--- src/alr_pkg.sv ---
`timescale 1ns / 1ps
// ----------------------------------------------------------------------------
// alr_pkg
// Shared types and constants of the audio loop recorder.
// ----------------------------------------------------------------------------
package alr_pkg;

    // Widths fixed by the beat and register formats.
    localparam int SAMPLE_W   = 16;
    localparam int BYTE_W     = 8;
    localparam int OP_W       = 2;
    localparam int OCT_W      = 2;
    localparam int CAP_W      = 18;
    localparam int CFG_IDX_W  = 1;
    localparam int CFG_DATA_W = 18;

    // Command codes carried by an input beat.
    typedef enum logic [OP_W-1:0] {
        OP_TICK   = 2'd0,
        OP_RECORD = 2'd1,
        OP_PLAY   = 2'd2,
        OP_STOP   = 2'd3
    } op_t;

    // Register indexes on the configuration port.
    localparam logic [CFG_IDX_W-1:0] CFG_OCTAVE   = 1'd0;
    localparam logic [CFG_IDX_W-1:0] CFG_CAPACITY = 1'd1;

    // Playback rate codes.
    localparam logic [OCT_W-1:0] OCT_HALF   = 2'd0;
    localparam logic [OCT_W-1:0] OCT_NORMAL = 2'd1;
    localparam logic [OCT_W-1:0] OCT_DOUBLE = 2'd2;

    // Register reset values.
    localparam logic [OCT_W-1:0] OCT_RESET = OCT_NORMAL;
    localparam logic [CAP_W-1:0] CAP_RESET = 18'd131072;

    // Sign flip that maps an offset byte to and from two's complement.
    localparam logic [BYTE_W-1:0] BYTE_OFFSET = 8'h80;

    // Memory access requested for one accepted beat.
    typedef struct packed {
        logic wr_en;
        logic rd_en;
    } mem_ctl_t;

    // What the output stage needs to know about one accepted beat.
    typedef struct packed {
        logic use_byte;  // output comes from the store read
        logic play;      // beat was a playback tick
        logic full;      // full flag after this beat
    } beat_info_t;

endpackage

--- src/alr_ctrl.sv ---
`timescale 1ns / 1ps
// ----------------------------------------------------------------------------
// alr_ctrl
// Record/playback sequencer: positions, flags, phase counters and the
// configuration registers. Issues at most one store access per accepted beat.
// ----------------------------------------------------------------------------
module alr_ctrl #(
    parameter int STORE_DEPTH     = 131072,
    parameter int STORE_ADDR_BITS = 17
) (
    input  logic                                clk,
    input  logic                                rst_n,
    input  logic                                accept,
    input  logic [alr_pkg::OP_W-1:0]            op,
    input  logic signed [alr_pkg::SAMPLE_W-1:0] in_sample,
    input  logic                                cfg_wr_en,
    input  logic [alr_pkg::CFG_IDX_W-1:0]       cfg_addr,
    input  logic [alr_pkg::CFG_DATA_W-1:0]      cfg_wdata,
    output alr_pkg::mem_ctl_t                   mem_ctl,
    output logic [STORE_ADDR_BITS-1:0]          mem_addr,
    output logic [alr_pkg::BYTE_W-1:0]          mem_wdata,
    output alr_pkg::beat_info_t                 info
);

    localparam int LIM_W = (STORE_ADDR_BITS + 1 > alr_pkg::CAP_W) ?
                           STORE_ADDR_BITS + 1 : alr_pkg::CAP_W;

    logic [STORE_ADDR_BITS-1:0]  write_pos_reg, write_pos_next;
    logic [STORE_ADDR_BITS-1:0]  read_pos_reg, read_pos_next;
    logic [STORE_ADDR_BITS-1:0]  loop_len_reg, loop_len_next;
    logic                        recording_reg, recording_next;
    logic                        playing_reg, playing_next;
    logic                        phase_reg, phase_next;
    logic [1:0]                  quarter_reg, quarter_next;
    logic                        full_reg, full_next;
    logic [alr_pkg::OCT_W-1:0]   octave_reg, octave_next;
    logic [alr_pkg::CAP_W-1:0]   capacity_reg, capacity_next;

    logic [LIM_W-1:0]            cap_ext;
    logic [LIM_W-1:0]            cap_clip;
    logic [LIM_W-1:0]            limit_ext;
    logic [STORE_ADDR_BITS-1:0]  limit;
    logic [STORE_ADDR_BITS-1:0]  write_inc;
    logic [STORE_ADDR_BITS-1:0]  read_inc;
    logic                        rec_tick;
    logic                        play_tick;
    logic                        do_write;
    logic                        do_read;
    logic                        advance;
    alr_pkg::op_t                op_code;

    // Write limit: capacity clipped to the store depth, less one.
    always_comb
    begin
        cap_ext   = LIM_W'(capacity_reg);
        cap_clip  = (cap_ext > LIM_W'(STORE_DEPTH)) ? LIM_W'(STORE_DEPTH) : cap_ext;
        limit_ext = (cap_clip == '0) ? '0 : cap_clip - LIM_W'(1);
        limit     = limit_ext[STORE_ADDR_BITS-1:0];
    end

    // Decode of the accepted beat.
    always_comb
    begin
        op_code   = alr_pkg::op_t'(op);
        rec_tick  = accept && (op_code == alr_pkg::OP_TICK) && recording_reg;
        play_tick = accept && (op_code == alr_pkg::OP_TICK) && !recording_reg
                    && playing_reg;
        do_write  = rec_tick && phase_reg && (write_pos_reg < limit);
        do_read   = play_tick && (loop_len_reg != '0);
        write_inc = write_pos_reg + STORE_ADDR_BITS'(1);
        read_inc  = read_pos_reg + STORE_ADDR_BITS'(1);
    end

    // Read position moves on at a rate set by the octave register.
    always_comb
    begin
        unique case (octave_reg)
            alr_pkg::OCT_HALF:   advance = (quarter_reg == 2'd0);
            alr_pkg::OCT_NORMAL: advance = phase_reg;
            alr_pkg::OCT_DOUBLE: advance = 1'b1;
            default:             advance = 1'b0;
        endcase
    end

    // Next state of the sequencer and the configuration registers.
    always_comb
    begin
        write_pos_next = write_pos_reg;
        read_pos_next  = read_pos_reg;
        loop_len_next  = loop_len_reg;
        recording_next = recording_reg;
        playing_next   = playing_reg;
        phase_next     = phase_reg;
        quarter_next   = quarter_reg;
        full_next      = full_reg;
        octave_next    = octave_reg;
        capacity_next  = capacity_reg;

        if (accept)
        begin
            unique case (op_code)
                alr_pkg::OP_RECORD:
                begin
                    recording_next = 1'b1;
                    playing_next   = 1'b0;
                    write_pos_next = '0;
                end
                alr_pkg::OP_PLAY:
                begin
                    loop_len_next  = write_pos_reg;
                    playing_next   = 1'b1;
                    recording_next = 1'b0;
                    read_pos_next  = '0;
                end
                alr_pkg::OP_STOP:
                begin
                    recording_next = 1'b0;
                    playing_next   = 1'b0;
                end
                alr_pkg::OP_TICK:
                begin
                    if (rec_tick)
                    begin
                        if (phase_reg)
                        begin
                            if (do_write)
                            begin
                                write_pos_next = write_inc;
                                full_next      = (write_inc >= limit);
                            end
                            else
                            begin
                                full_next = 1'b1;
                            end
                        end
                        phase_next = !phase_reg;
                    end
                    else if (play_tick)
                    begin
                        if (do_read && advance)
                        begin
                            read_pos_next = (read_inc >= loop_len_reg) ? '0 : read_inc;
                        end
                        phase_next   = !phase_reg;
                        quarter_next = quarter_reg + 2'd1;
                    end
                end
                default:
                begin
                end
            endcase
        end

        // The user must write configuration only while the block is idle; the block itself does not enforce it.
        if (cfg_wr_en)
        begin
            unique case (cfg_addr)
                alr_pkg::CFG_OCTAVE:
                begin
                    octave_next = cfg_wdata[alr_pkg::OCT_W-1:0];
                    phase_next  = 1'b1;
                end
                alr_pkg::CFG_CAPACITY:
                begin
                    capacity_next = cfg_wdata[alr_pkg::CAP_W-1:0];
                end
                default:
                begin
                end
            endcase
        end
    end

    always_ff @(posedge clk or negedge rst_n)
    begin
        if (!rst_n)
        begin
            write_pos_reg <= '0;
            read_pos_reg  <= '0;
            loop_len_reg  <= '0;
            recording_reg <= 1'b0;
            playing_reg   <= 1'b0;
            phase_reg     <= 1'b1;
            quarter_reg   <= 2'd0;
            full_reg      <= 1'b0;
            octave_reg    <= alr_pkg::OCT_RESET;
            capacity_reg  <= alr_pkg::CAP_RESET;
        end
        else
        begin
            write_pos_reg <= write_pos_next;
            read_pos_reg  <= read_pos_next;
            loop_len_reg  <= loop_len_next;
            recording_reg <= recording_next;
            playing_reg   <= playing_next;
            phase_reg     <= phase_next;
            quarter_reg   <= quarter_next;
            full_reg      <= full_next;
            octave_reg    <= octave_next;
            capacity_reg  <= capacity_next;
        end
    end

    // Store request: one port, write while recording, read while playing.
    always_comb
    begin
        mem_ctl.wr_en = do_write;
        mem_ctl.rd_en = do_read;
        mem_addr      = do_write ? write_pos_reg : read_pos_reg;
        mem_wdata     = in_sample[alr_pkg::SAMPLE_W-1 -: alr_pkg::BYTE_W]
                        ^ alr_pkg::BYTE_OFFSET;
        info.use_byte = do_read;
        info.play     = play_tick;
        info.full     = full_next;
    end

endmodule

--- config.mk ---
export PLATFORM = sky130hd
export DESIGN_NAME = alr_ctrl
export DESIGN_NICKNAME = d
export VERILOG_FILES = /design/src/alr_pkg.sv /design/src/alr_ctrl.sv
export SDC_FILE = /design/constraint.sdc
export NUM_CORES = 1
export LEC_CHECK = 0
export ABC_AREA = 1
export BUFFER_PORTS_ARGS = -buffer_cell sky130_fd_sc_hd__buf_2
export CAP_MARGIN = 20
export CORE_MARGIN = 2
export CORE_UTILIZATION = 35
export DETAILED_ROUTE_END_ITERATION = 8
export GPL_TIMING_DRIVEN = 0
export HOLD_SLACK_MARGIN = 0.12
export MAX_ROUTING_LAYER = met4
export PLACE_DENSITY = 0.63
export SYNTH_ARGS = -nofsm -noshare
export SYNTH_HDL_FRONTEND = slang
export SYNTH_SLANG_ARGS = --single-unit
--- constraint.sdc ---
create_clock -name clk -period 4.6 [get_ports clk]
set_input_delay 0.92 -clock clk [delete_from_list [all_inputs] [get_ports clk]]
set_output_delay 0.92 -clock clk [all_outputs]
set_load 0.05 [all_outputs]
==> flow_summary.rst, run 1 <==
.. list-table::
   :header-rows: 1

   * - Metric
     - Value
   * - Ratio of cells with drive above 1 in the final layout
     - 0.285
   * - Kind of cell adding the most delay to the critical path
     - simple AND/OR/NAND/NOR gates
   * - Warning count from the yosys run
     - 0
   * - Total global routing track utilization
     - 0.213
   * - Worst reg2reg startpoint
     - cap_ext[7]
   * - Result of the run
     - finished with violations
   * - Final critical path time including I/O delays and setup
     - 5.03 ns
   * - Num CTS Buffers
     - 9
   * - Post-synthesis cell type count
     - 43
   * - Global-route wire length before repair
     - 30100 µm
   * - FF+latch count, synth
     - 77
   * - Number of antenna violations at the first check in global routing
     - 0
   * - Number of vias per cell
     - a little over 5
   * - Type of the worst setup path
     - reg -> out
   * - Crit start category
     - flip-flop
   * - Max-slew violation count
     - 0
   * - Clock tree from TritonCTS
     - yes
   * - Worst-path cell with the longest stage delay
     - sky130_fd_sc_hd__dfrtp_2
   * - Y dimension of the die
     - between 100 and 150 µm
   * - Total count of hold-check failures in the final report
     - 0
   * - DRC Markers
     - 0
   * - Via count of the first global-routing pass
     - 6029
   * - Post-route worst setup slack
     - -0.428 ns
   * - Library cell with the largest summed area after synthesis
     - sky130_fd_sc_hd__dfrtp_1
   * - Core ar.
     - 17400 µm²
   * - Num Clock Sinks
     - 77
   * - Pin count of the biggest net entering global routing
     - 52
   * - Bufs and invs on worst path
     - 9
   * - CTS Root Buffer Type
     - sky130_fd_sc_hd__clkbuf_16
   * - R2r worst-path depth
     - 31
   * - Fraction of post-synthesis cell area in the top cell type by area
     - 0.297
   * - Startpoint of the worst setup timing path
     - cap_ext[7]
   * - Area added between synthesis and finish
     - 32.1%
   * - Mapped cell area
     - 6240 µm²
   * - Final #Nets
     - 1079
   * - Number of DRC violations after detailed-routing iteration 0
     - 325
   * - Least-Margin Pin Slew
     - 0.831 ns
   * - Post-Syn Nets
     - about 970
   * - Row count
     - 48
   * - WP data required
     - about 3.7 ns
   * - Leakage power
     - between 3 and 4 nW
   * - Die area
     - approximately 19000 µm²
   * - Endpoint of the most critical register-to-register path
     - write_pos_reg[11]
   * - Post-layout power
     - approximately 2.2 mW
   * - Routed via count
     - 6259
   * - Worst Hold Margin
     - between 0.4 and 0.5 ns
   * - Hpwl dp
     - ~13000 µm
   * - Worst slew margin relative to its limit
     - 0.440
   * - Worst-path fanout max
     - 7
   * - Later-pin clock latency in the skew report
     - 0.36 ns
   * - Final clock skew
     - a little under 0.008 ns
   * - Clock slew at the register clock pins of the worst setup and hold paths
     - 0.06 ns
   * - Antenna diode count
     - 0
   * - Number of fill cells
     - roughly 1.7k
   * - Wire length per cell
     - 15.6 µm
   * - # Max-Cap Violations
     - 0
   * - TritonRoute pass-1 iters
     - 8
   * - PortBufs
     - 55
   * - Sequential share of the synthesized area
     - 0.310
   * - CP Data Arrival Time
     - 4.11 ns
   * - Path category of the worst min-delay check
     - reg -> reg
   * - Overflow left after global routing
     - 0
   * - Count of antenna-violating nets left after detailed routing
     - 0
   * - Count of H-tree levels built during CTS
     - 3
   * - Max reg flops
     - 18
   * - Share of the clock period used by the worst path
     - 1.09
   * - Violated checks
     - negative setup slack
   * - Num ports
     - 71
   * - Final setup vio count
     - 19
   * - Delay contributed by the slowest stage of the critical path
     - a little over 0.4 ns
   * - RSZ-0062 raised after global routing
     - yes
   * - Final estimated routing congestion in global placement
     - between 0.9 and 1
   * - Stages on worst setup path
     - 29
   * - Critical path endpoint
     - mem_addr[13]
   * - Overall die width
     - between 100 and 150 µm
   * - IR drop worst, VDD
     - 0.000184 V
   * - Number of cells produced by synthesis
     - 870
   * - CTS Buffer Depth
     - 2
   * - Starting utilization of the core area
     - 0.359
   * - Setup slack of the worst register-to-register path
     - 0.67 ns
   * - Total power density per cell area
     - 271 nW/µm²
   * - Achievable frequency
     - 199 MHz
   * - Avg Synthesized Cell Area
     - 7.17 µm²
   * - Sum of routed wire length over all layers
     - 18900 µm
   * - Critical path endpoint category
     - output port
   * - Top cells by area in the synthesized netlist
     - sky130_fd_sc_hd__dfrtp_1 (30%), sky130_fd_sc_hd__nand2_1 (13%), sky130_fd_sc_hd__ha_1 (11%)
-- per-stage QoR --
step | setup WS [ns] | cell area [µm²] | util | TNS, ns | instances
after global routing | -0.574 | 8240 | 0.475 | -10.40 | 1213
final | -0.428 | 8240 | 0.475 | -7.48 | 1213
after global placement | -1.22 | 6850 | 0.395 | -19.49 | 1150
after floorplan | -0.208 | 6300 | - | -2.60 | 870
after CTS | -0.329 | 8090 | 0.466 | -5.52 | 1208
after detailed placement | -1.31 | 6880 | 0.397 | -21.18 | 1151
-- worst min-delay path by stage --
stage                endpoint  cells past startpoint           start  slack (ns)
2_1_floorplan  quarter_reg[0]                      1  quarter_reg[0]        0.44
3_3_place_gp   quarter_reg[0]                      1  quarter_reg[0]        0.46
3_5_place_dp   quarter_reg[0]                      1  quarter_reg[0]        0.46
4_1_cts        quarter_reg[0]                      1  quarter_reg[0]        0.47
5_1_grt        quarter_reg[0]                      1  quarter_reg[0]        0.48
6_report       quarter_reg[0]                      1  quarter_reg[0]        0.46
-- worst reg2reg max path: cells and delay by family (launching register included) --
family                   cells  cell delay (ns)
flip-flops                   1             0.41
adder cells (fa/ha/maj)      2             0.41
AO/OA/AOI/OAI                3             0.47
AND/OR/NAND/NOR             17             1.48
buffers and inverters        9             1.10
-- layout make-up --
| cell class | instances | area [µm²] | area share |
|---|---|---|---|
| clock buffer | 10 | 229 | 0.0278 |
| buffer | 34 | 318 | 0.0386 |
| inverter | 113 | 424 | 0.0515 |
| multi-input combinational | 643 | 4130 | 0.501 |
| tap | 225 | 282 | 0.0342 |
| sequential | 77 | 1940 | 0.235 |
| clock inverter | 6 | 71.3 | 0.00865 |
| timing repair buffer | 105 | 847 | 0.103 |
-- synth_stat cells --
cell,instances
sky130_fd_sc_hd__xor2_1,22
sky130_fd_sc_hd__nor3_4,1
sky130_fd_sc_hd__o21bai_1,1
sky130_fd_sc_hd__nor3_2,1
sky130_fd_sc_hd__or2_2,3
sky130_fd_sc_hd__mux2_2,10
sky130_fd_sc_hd__nand3_1,59
sky130_fd_sc_hd__nand2_2,6
sky130_fd_sc_hd__a21boi_2,1
sky130_fd_sc_hd__dfrtp_1,74
sky130_fd_sc_hd__inv_2,3
sky130_fd_sc_hd__o21ai_1,16
sky130_fd_sc_hd__and2_1,3
sky130_fd_sc_hd__o21ai_0,63
sky130_fd_sc_hd__nor2_2,4
sky130_fd_sc_hd__nand2_1,223
sky130_fd_sc_hd__a21boi_0,1
sky130_fd_sc_hd__o41ai_1,4
sky130_fd_sc_hd__ha_1,55
sky130_fd_sc_hd__nand2_4,2
sky130_fd_sc_hd__o21ai_2,16
sky130_fd_sc_hd__a31o_2,1
sky130_fd_sc_hd__clkbuf_2,1
sky130_fd_sc_hd__xnor2_1,1
sky130_fd_sc_hd__a21o_1,3
sky130_fd_sc_hd__o22ai_1,2
sky130_fd_sc_hd__o21a_1,3
sky130_fd_sc_hd__nor3_1,15
sky130_fd_sc_hd__nand3b_1,1
sky130_fd_sc_hd__nand3_2,2
sky130_fd_sc_hd__clkbuf_1,12
sky130_fd_sc_hd__a21oi_1,24
sky130_fd_sc_hd__nor4_1,1
sky130_fd_sc_hd__nand4_1,25
sky130_fd_sc_hd__dfstp_2,3
sky130_fd_sc_hd__o41ai_2,1
sky130_fd_sc_hd__inv_1,110
sky130_fd_sc_hd__buf_6,5
sky130_fd_sc_hd__nor2_1,68
sky130_fd_sc_hd__buf_4,13
sky130_fd_sc_hd__o31ai_1,3
sky130_fd_sc_hd__nor2_4,2
sky130_fd_sc_hd__buf_2,6
-- cells in the final DEF (no fill, tap or decap), types with 8 or more instances in the layout --
cell type / synthesis / final
sky130_fd_sc_hd__clkbuf_16: 0 / 12
sky130_fd_sc_hd__a21oi_1: 24 / 21
sky130_fd_sc_hd__o21ai_1: 16 / 19
sky130_fd_sc_hd__dfrtp_1: 74 / 67
sky130_fd_sc_hd__nor3_1: 15 / 14
sky130_fd_sc_hd__nand2_1: 223 / 200
sky130_fd_sc_hd__mux2_2: 10 / 10
sky130_fd_sc_hd__nand2_2: 6 / 22
sky130_fd_sc_hd__o21ai_0: 63 / 41
sky130_fd_sc_hd__clkbuf_1: 12 / 10
sky130_fd_sc_hd__ha_1: 55 / 47
sky130_fd_sc_hd__nand4_1: 25 / 25
sky130_fd_sc_hd__nand3_1: 59 / 51
sky130_fd_sc_hd__ha_4: 0 / 8
sky130_fd_sc_hd__buf_4: 13 / 56
sky130_fd_sc_hd__o21ai_2: 16 / 29
sky130_fd_sc_hd__buf_2: 6 / 37
sky130_fd_sc_hd__buf_6: 5 / 23
sky130_fd_sc_hd__xor2_1: 22 / 22
sky130_fd_sc_hd__nor2_1: 68 / 62
sky130_fd_sc_hd__inv_1: 110 / 106
sky130_fd_sc_hd__nand2_4: 2 / 9
-- power by group --
| part | switching [mW] | internal, mW | leakage [nW] | total (mW) |
|---|---|---|---|---|
| Combinational | 0.429 | 0.297 | 2.85 | 0.726 |
| Sequential | 0.0361 | 0.727 | 1.00 | 0.763 |
| Clock | 0.322 | 0.424 | 0.139 | 0.747 |
| Total | 0.787 | 1.45 | 3.99 | 2.24 |
-- cells by family (layout without fill, tap and decap cells) --
kind of cell | after synthesis | count (layout) | synth area share
buffers and inverters | 150 | 268 | 0.106
AO/OA/AOI/OAI | 139 | 139 | 0.132
flip-flops | 77 | 77 | 0.310
adder cells (fa/ha/maj) | 55 | 55 | 0.110
XOR/XNOR | 23 | 23 | 0.0323
AND/OR/NAND/NOR | 416 | 416 | 0.292
multiplexers | 10 | 10 | 0.0181
-- routing by layer --
| layer | routed length, µm | GRT usage |
|---|---|---|
| met4 | 550 | 0.0813 |
| met5 | 0 | - |
| met3 | 911 | 0.0350 |
| met2 | 9520 | 0.367 |
| met1 | 7960 | 0.250 |
-- timing repair --
| action | in CTS | in global routing |
|---|---|---|
| resized for setup | 143 | 30 |
| setup endpoints to repair | 20 | 19 |
| pin swaps | 27 | 15 |
| gates cloned | 4 | 0 |
| hold buffers | 0 | 0 |
| setup buffers | 39 | 7 |
Note: power is estimated with default switching activity, not from simulation.
==> run 2: changes to the inputs <==
- PLACE_DENSITY: 0.63 -> 0.61
- clock period: 4.6 -> 4.9 ns (I/O delays scaled with it)
==> flow_summary.rst, run 2 (same netlist as run 1, synthesis figures left out) <==
.. list-table::
   :header-rows: 1

   * - Metric
     - Value
   * - Ratio of cells with drive above 1 in the final layout
     - 0.286
   * - Total power density per cell area
     - 253 nW/µm²
   * - Via count of the first global-routing pass
     - a little under 6k
   * - Most frequent cells in the layout
     - sky130_fd_sc_hd__nand2_1 (199), sky130_fd_sc_hd__inv_1 (105), sky130_fd_sc_hd__dfrtp_1 (66)
   * - Type of the worst setup path
     - reg -> out
   * - Starting utilization of the core area
     - 0.359
   * - Sum of routed wire length over all layers
     - 18600 µm
   * - Overall die width
     - ~140 µm
   * - Overflow left after global routing
     - 0
   * - Num Clock Sinks
     - 77
   * - Row count
     - 48
   * - Post-route worst setup slack
     - -0.00496 ns
   * - WP data required
     - 3.92 ns
   * - Routed via count
     - 6102
   * - Share of the clock period used by the worst path
     - 1.00
   * - Final core utilization
     - 0.472
   * - DRC Markers
     - 0
   * - CTS Buffer Depth
     - 2
   * - Y dimension of the die
     - 137 µm
   * - Area after detailed placement
     - between 6000 and 7000 µm²
   * - Path category of the worst min-delay check
     - reg -> reg
   * - Worst slew margin relative to its limit
     - 0.458
   * - Critical path endpoint category
     - output port
   * - Count of antenna-violating nets left after detailed routing
     - 0
   * - CP Data Arrival Time
     - 3.92 ns
   * - Number of antenna violations at the first check in global routing
     - 0
   * - Max reg flops
     - 18
   * - Total count of hold-check failures in the final report
     - 0
   * - CTS Root Buffer Type
     - sky130_fd_sc_hd__clkbuf_16
   * - Violated checks
     - negative setup slack
   * - Core ar.
     - 17400 µm²
   * - Least-Margin Pin Slew
     - 0.804 ns
   * - Count of H-tree levels built during CTS
     - 3
   * - Wire length per cell
     - 15.4 µm
   * - Number of vias per cell
     - 5.06
   * - Final #Nets
     - 1072
   * - TritonRoute pass-1 iters
     - 4
   * - Final clock skew
     - roughly 0.0073 ns
   * - Area added between synthesis and finish
     - 31.4%
   * - Clock slew at the register clock pins of the worst setup and hold paths
     - 0.06 ns
   * - Global-route wire length before repair
     - around 30000 µm
   * - Max-slew violation count
     - 0
   * - Num ports
     - 71
   * - Crit start category
     - flip-flop
   * - Achievable frequency
     - 204 MHz
   * - RSZ-0062 raised after global routing
     - yes
   * - Post-layout power
     - just over 2 mW
   * - Worst Hold Margin
     - 0.476 ns
   * - IR drop worst, VDD
     - 0.000223 V
   * - Final critical path time including I/O delays and setup
     - 4.90 ns
   * - Total global routing track utilization
     - 0.210
   * - Pin count of the biggest net entering global routing
     - 53
   * - Post-route cell area
     - 8190 µm²
   * - Final estimated routing congestion in global placement
     - between 0.9 and 1
   * - Setup slack of the worst register-to-register path
     - around 0.99 ns
   * - # Max-Cap Violations
     - 0
   * - Result of the run
     - finished with violations
   * - Number of DRC violations after detailed-routing iteration 0
     - 250
   * - Antenna diode count
     - 0
   * - Later-pin clock latency in the skew report
     - 0.35 ns
   * - Final setup vio count
     - 1
   * - Die area
     - 18900 µm²
   * - PortBufs
     - 55
   * - Hpwl dp
     - 13500 µm
   * - Leakage power
     - between 3 and 4 nW
   * - Clock tree from TritonCTS
     - yes
   * - Num CTS Buffers
     - 9
   * - Worst-path fanout max
     - 7
   * - Most frequent standard cell in the layout excluding fill and tap cells
     - sky130_fd_sc_hd__nand2_1
-- run 2: area by class of cell --
type | instances | area (µm²)
fillers | 1737 | 9160
multi-input cells | 643 | 4150
flip-flops and latches | 77 | 1940
repair buffers | 99 | 806
inverters | 113 | 424
plain buffers | 33 | 298
well taps | 225 | 282
clock buffers | 10 | 229
clock inverters | 6 | 62.6
-- run 2: worst max-delay path, stage by stage (launching register included) --
cell                       delay, ns
sky130_fd_sc_hd__dfrtp_2        0.40
sky130_fd_sc_hd__nor2_4         0.05
sky130_fd_sc_hd__nand2_1        0.07
sky130_fd_sc_hd__nor2_1         0.05
sky130_fd_sc_hd__nand3_1        0.11
sky130_fd_sc_hd__nand2_4        0.10
sky130_fd_sc_hd__buf_8          0.15
sky130_fd_sc_hd__nand2_4        0.06
sky130_fd_sc_hd__ha_4           0.13
sky130_fd_sc_hd__inv_2          0.04
sky130_fd_sc_hd__nor2_4         0.14
sky130_fd_sc_hd__a21boi_4       0.26
sky130_fd_sc_hd__nand2_2        0.11
sky130_fd_sc_hd__nor2_4         0.15
sky130_fd_sc_hd__nand2_1        0.07
sky130_fd_sc_hd__nand2_2        0.08
sky130_fd_sc_hd__inv_2          0.06
sky130_fd_sc_hd__ha_4           0.21
sky130_fd_sc_hd__a21oi_1        0.19
sky130_fd_sc_hd__o21a_1         0.16
sky130_fd_sc_hd__nand2_1        0.06
sky130_fd_sc_hd__nor2_2         0.12
sky130_fd_sc_hd__nand3_4        0.11
sky130_fd_sc_hd__buf_12         0.17
sky130_fd_sc_hd__buf_12         0.14
sky130_fd_sc_hd__o21ai_4        0.16
sky130_fd_sc_hd__buf_6          0.18
-- run 2: power by group --
part           switching (mW)  internal (mW)  total, mW
Combinational           0.398          0.273      0.671
Clock                   0.287          0.395      0.681
Sequential             0.0351          0.683      0.718
Total                   0.720           1.35       2.07
-- run 2: timing repair --
item                       CTS  global route
cloned                       4             0
pin swaps                   20            26
hold buffers                 0             0
resized for setup          127            69
setup buffers               28            11
setup endpoints to repair   19            19
-- run 2: final timing paths --
| path | cells past startpoint | endpoint | from |
|---|---|---|---|
| min reg2reg | 1 | quarter_reg[0] | quarter_reg[0] |
| max | 26 | mem_addr[15] | cap_ext[10] |
| max reg2reg | 30 | write_pos_reg[8] | cap_ext[10] |
| min in group asynchronous | 1 | cap_ext[6] | rst_n |
| min | 1 | quarter_reg[0] | quarter_reg[0] |
| max in group asynchronous | 2 | read_pos_reg[0] | rst_n |
-- run 2: per-stage QoR --
step                setup slack (ns)  cells  setup TNS, ns
finish                      -0.00496   1206       -0.00496
global route                  -0.152   1206          -2.30
CTS                          -0.0818   1198          -1.23
detailed placement            -0.972   1151         -15.12
global placement              -0.964   1150         -14.84
floorplan                     -0.275    870          -2.34
-- run 2: layer usage --
metal  up-vias  track usage  share of wire
met5         -            -              0
met4         0       0.0825          0.033
met3        44       0.0346          0.034
met2       148        0.362           0.51
met1      2845        0.243           0.42
li1       3065            -              -
==> run 3: changes to the inputs <==
- REMOVE_ABC_BUFFERS: not set -> 1
- SKIP_LAST_GASP: not set -> 1
==> flow_summary.rst, run 3 (same netlist as run 1, synthesis figures left out) <==
.. list-table::
   :header-rows: 1

   * - Metric
     - Value
   * - CP Data Arrival Time
     - roughly 3.8 ns
   * - Hpwl dp
     - 12200 µm
   * - Most frequent cells in the layout
     - sky130_fd_sc_hd__nand2_1 (199), sky130_fd_sc_hd__inv_1 (106), sky130_fd_sc_hd__dfrtp_1 (68)
   * - CTS Root Buffer Type
     - sky130_fd_sc_hd__clkbuf_16
   * - Num CTS Buffers
     - 9
   * - Total count of hold-check failures in the final report
     - 0
   * - DRC Markers
     - 0
   * - Count of H-tree levels built during CTS
     - 3
   * - Post-route cell area
     - 7770 µm²
   * - Most frequent standard cell in the layout excluding fill and tap cells
     - sky130_fd_sc_hd__nand2_1
   * - Via count of the first global-routing pass
     - 5570
   * - Achievable frequency
     - 208 MHz
   * - Overflow left after global routing
     - 0
   * - Num Clock Sinks
     - 77
   * - R2r worst-path depth
     - 20
   * - Final estimated routing congestion in global placement
     - 0.922
   * - Worst reg2reg startpoint
     - cap_ext[12]
   * - Final #Nets
     - 1030
   * - Startpoint of the worst setup timing path
     - cap_ext[12]
   * - Die area
     - 18900 µm²
   * - Final setup vio count
     - 0
   * - Core ar.
     - approximately 17000 µm²
   * - Sum of routed wire length over all layers
     - about 17000 µm
   * - Routed via count
     - 5863
   * - # Max-Cap Violations
     - 0
   * - Number of antenna violations at the first check in global routing
     - 0
   * - Result of the run
     - finished clean
   * - Worst slew margin relative to its limit
     - 0.377
   * - Post-Layout Cell Count
     - 1164
   * - Leakage power
     - ~3.7 nW
   * - Pin count of the biggest net entering global routing
     - 65
   * - Ratio of cells with drive above 1 in the final layout
     - 0.251
   * - Type of the worst setup path
     - reg -> out
   * - Max-slew violation count
     - 0
   * - Antenna diode count
     - 0
   * - Y dimension of the die
     - around 140 µm
   * - Total global routing track utilization
     - 0.192
   * - PortBufs
     - 48
   * - Row count
     - 48
   * - Hold buffers post-CTS
     - 0
   * - CTS Buffer Depth
     - 2
   * - TritonRoute pass-1 iters
     - 5
   * - IR drop worst, VDD
     - 0.000246 V
   * - Critical path endpoint
     - mem_addr[8]
   * - Endpoint of the most critical register-to-register path
     - write_pos_reg[4]
   * - Clock slew at the register clock pins of the worst setup and hold paths
     - 0.06 ns
   * - Later-pin clock latency in the skew report
     - 0.35 ns
   * - Starting utilization of the core area
     - 0.359
   * - WP data required
     - 3.92 ns
   * - Number of DRC violations after detailed-routing iteration 0
     - 270
   * - Clock tree from TritonCTS
     - yes
   * - Global-route wire length before repair
     - 27400 µm
   * - Final clock skew
     - just under 0.006 ns
   * - Least-Margin Pin Slew
     - 0.933 ns
   * - Max reg flops
     - 18
   * - Area added between synthesis and finish
     - 24.5%
   * - Path category of the worst min-delay check
     - in -> async
   * - RSZ-0062 raised after global routing
     - yes
   * - Total power density per cell area
     - 256 nW/µm²
   * - Number of cells in the design after placement
     - around 1.1k
   * - Overall die width
     - 137 µm
   * - Share of the clock period used by the worst path
     - 0.983
   * - Setup slack of the worst register-to-register path
     - about 0.95 ns
   * - Wire length per cell
     - 14.8 µm
   * - Num ports
     - 71
   * - Area after detailed placement
     - 6560 µm²
   * - Critical path endpoint category
     - output port
   * - Crit start category
     - flip-flop
   * - Count of antenna-violating nets left after detailed routing
     - 0
   * - Final critical path time including I/O delays and setup
     - 4.81 ns
   * - Number of vias per cell
     - between 5 and 6
   * - Worst-path fanout max
     - 19
## run 3: changes by cell type in the layout (fill, tap and decap cells not counted), moves of 6 or more
| cell | previous run | this run |
|---|---|---|
| sky130_fd_sc_hd__buf_2 | 37 | 28 |
| sky130_fd_sc_hd__buf_4 | 49 | 31 |
| sky130_fd_sc_hd__clkbuf_1 | 10 | 1 |
| sky130_fd_sc_hd__buf_8 | 6 | 0 |
## run 3: power breakdown
| group | leakage [nW] | internal (mW) | total, mW | switching (mW) |
|---|---|---|---|---|
| logic | 2.60 | 0.222 | 0.583 | 0.362 |
| clock network | 0.139 | 0.398 | 0.685 | 0.286 |
| registers | 1.01 | 0.682 | 0.721 | 0.0389 |
| total | 3.75 | 1.30 | 1.99 | 0.687 |
## run 3: how the worst min path moves through the flow
stage | from | to | slack, ns | depth (start not counted)
2_1_floorplan | quarter_reg[0] | quarter_reg[0] | 0.44 | 1
3_3_place_gp | quarter_reg[0] | quarter_reg[0] | 0.46 | 1
3_5_place_dp | quarter_reg[0] | quarter_reg[0] | 0.46 | 1
4_1_cts | rst_n | cap_ext[15] | 0.48 | 1
5_1_grt | rst_n | cap_ext[15] | 0.49 | 1
6_report | rst_n | cap_ext[12] | 0.48 | 1
## run 3: stage by stage
stage	setup slack [ns]	setup TNS, ns	total power, mW	hold WS [ns]	util
final	0.0852	0	1.99	0.477	0.448
after global routing	-0.120	-1.78	2.11	0.487	0.448
after CTS	-0.000463	-0.000463	1.93	0.476	0.419
after detailed placement	-1.28	-28.34	1.18	0.462	0.378
after global placement	-1.28	-27.87	1.16	0.458	0.376
after floorplan	-0.712	-12.10	1.04	0.442	-
## run 3: layer usage
| metal | up-vias | GRT usage | share of wire |
|---|---|---|---|
| met5 | - | - | 0 |
| met4 | 0 | 0.0676 | 0.026 |
| met3 | 27 | 0.0416 | 0.042 |
| met2 | 145 | 0.313 | 0.48 |
| met1 | 2699 | 0.236 | 0.45 |
| li1 | 2992 | - | - |
## run 3: final cells by class
type                    count  area (µm²)
multi-input cells         647        4100
flip-flops and latches     77        1940
repair buffers             86         719
inverters                 113         424
clock buffers              10         229
clock inverters             6        71.3
well taps                 225         282
fillers                  1748        9590
## run 3: what timing repair did
action	4_1_cts	5_1_grt
gates resized for setup	53	114
setup endpoints to repair	37	19
cloned	4	1
setup buffers	20	15
pin swaps	6	23
## run 3: critical path: stages (launching register included)
cell and delay [ns]:
sky130_fd_sc_hd__dfrtp_2 0.45, sky130_fd_sc_hd__nor2_2 0.10, sky130_fd_sc_hd__nand2_1 0.07, sky130_fd_sc_hd__nor2_2 0.17
sky130_fd_sc_hd__nand3_4 0.12, sky130_fd_sc_hd__buf_4 0.16, sky130_fd_sc_hd__nand2_4 0.18, sky130_fd_sc_hd__inv_1 0.15
sky130_fd_sc_hd__o21ai_0 0.26, sky130_fd_sc_hd__nand3_2 0.16, sky130_fd_sc_hd__ha_1 0.30, sky130_fd_sc_hd__nand4_1 0.16
sky130_fd_sc_hd__nor3_4 0.36, sky130_fd_sc_hd__nand3_4 0.18, sky130_fd_sc_hd__buf_6 0.16, sky130_fd_sc_hd__nand3_4 0.11
sky130_fd_sc_hd__buf_12 0.15, sky130_fd_sc_hd__o21ai_2 0.06, sky130_fd_sc_hd__buf_6 0.15
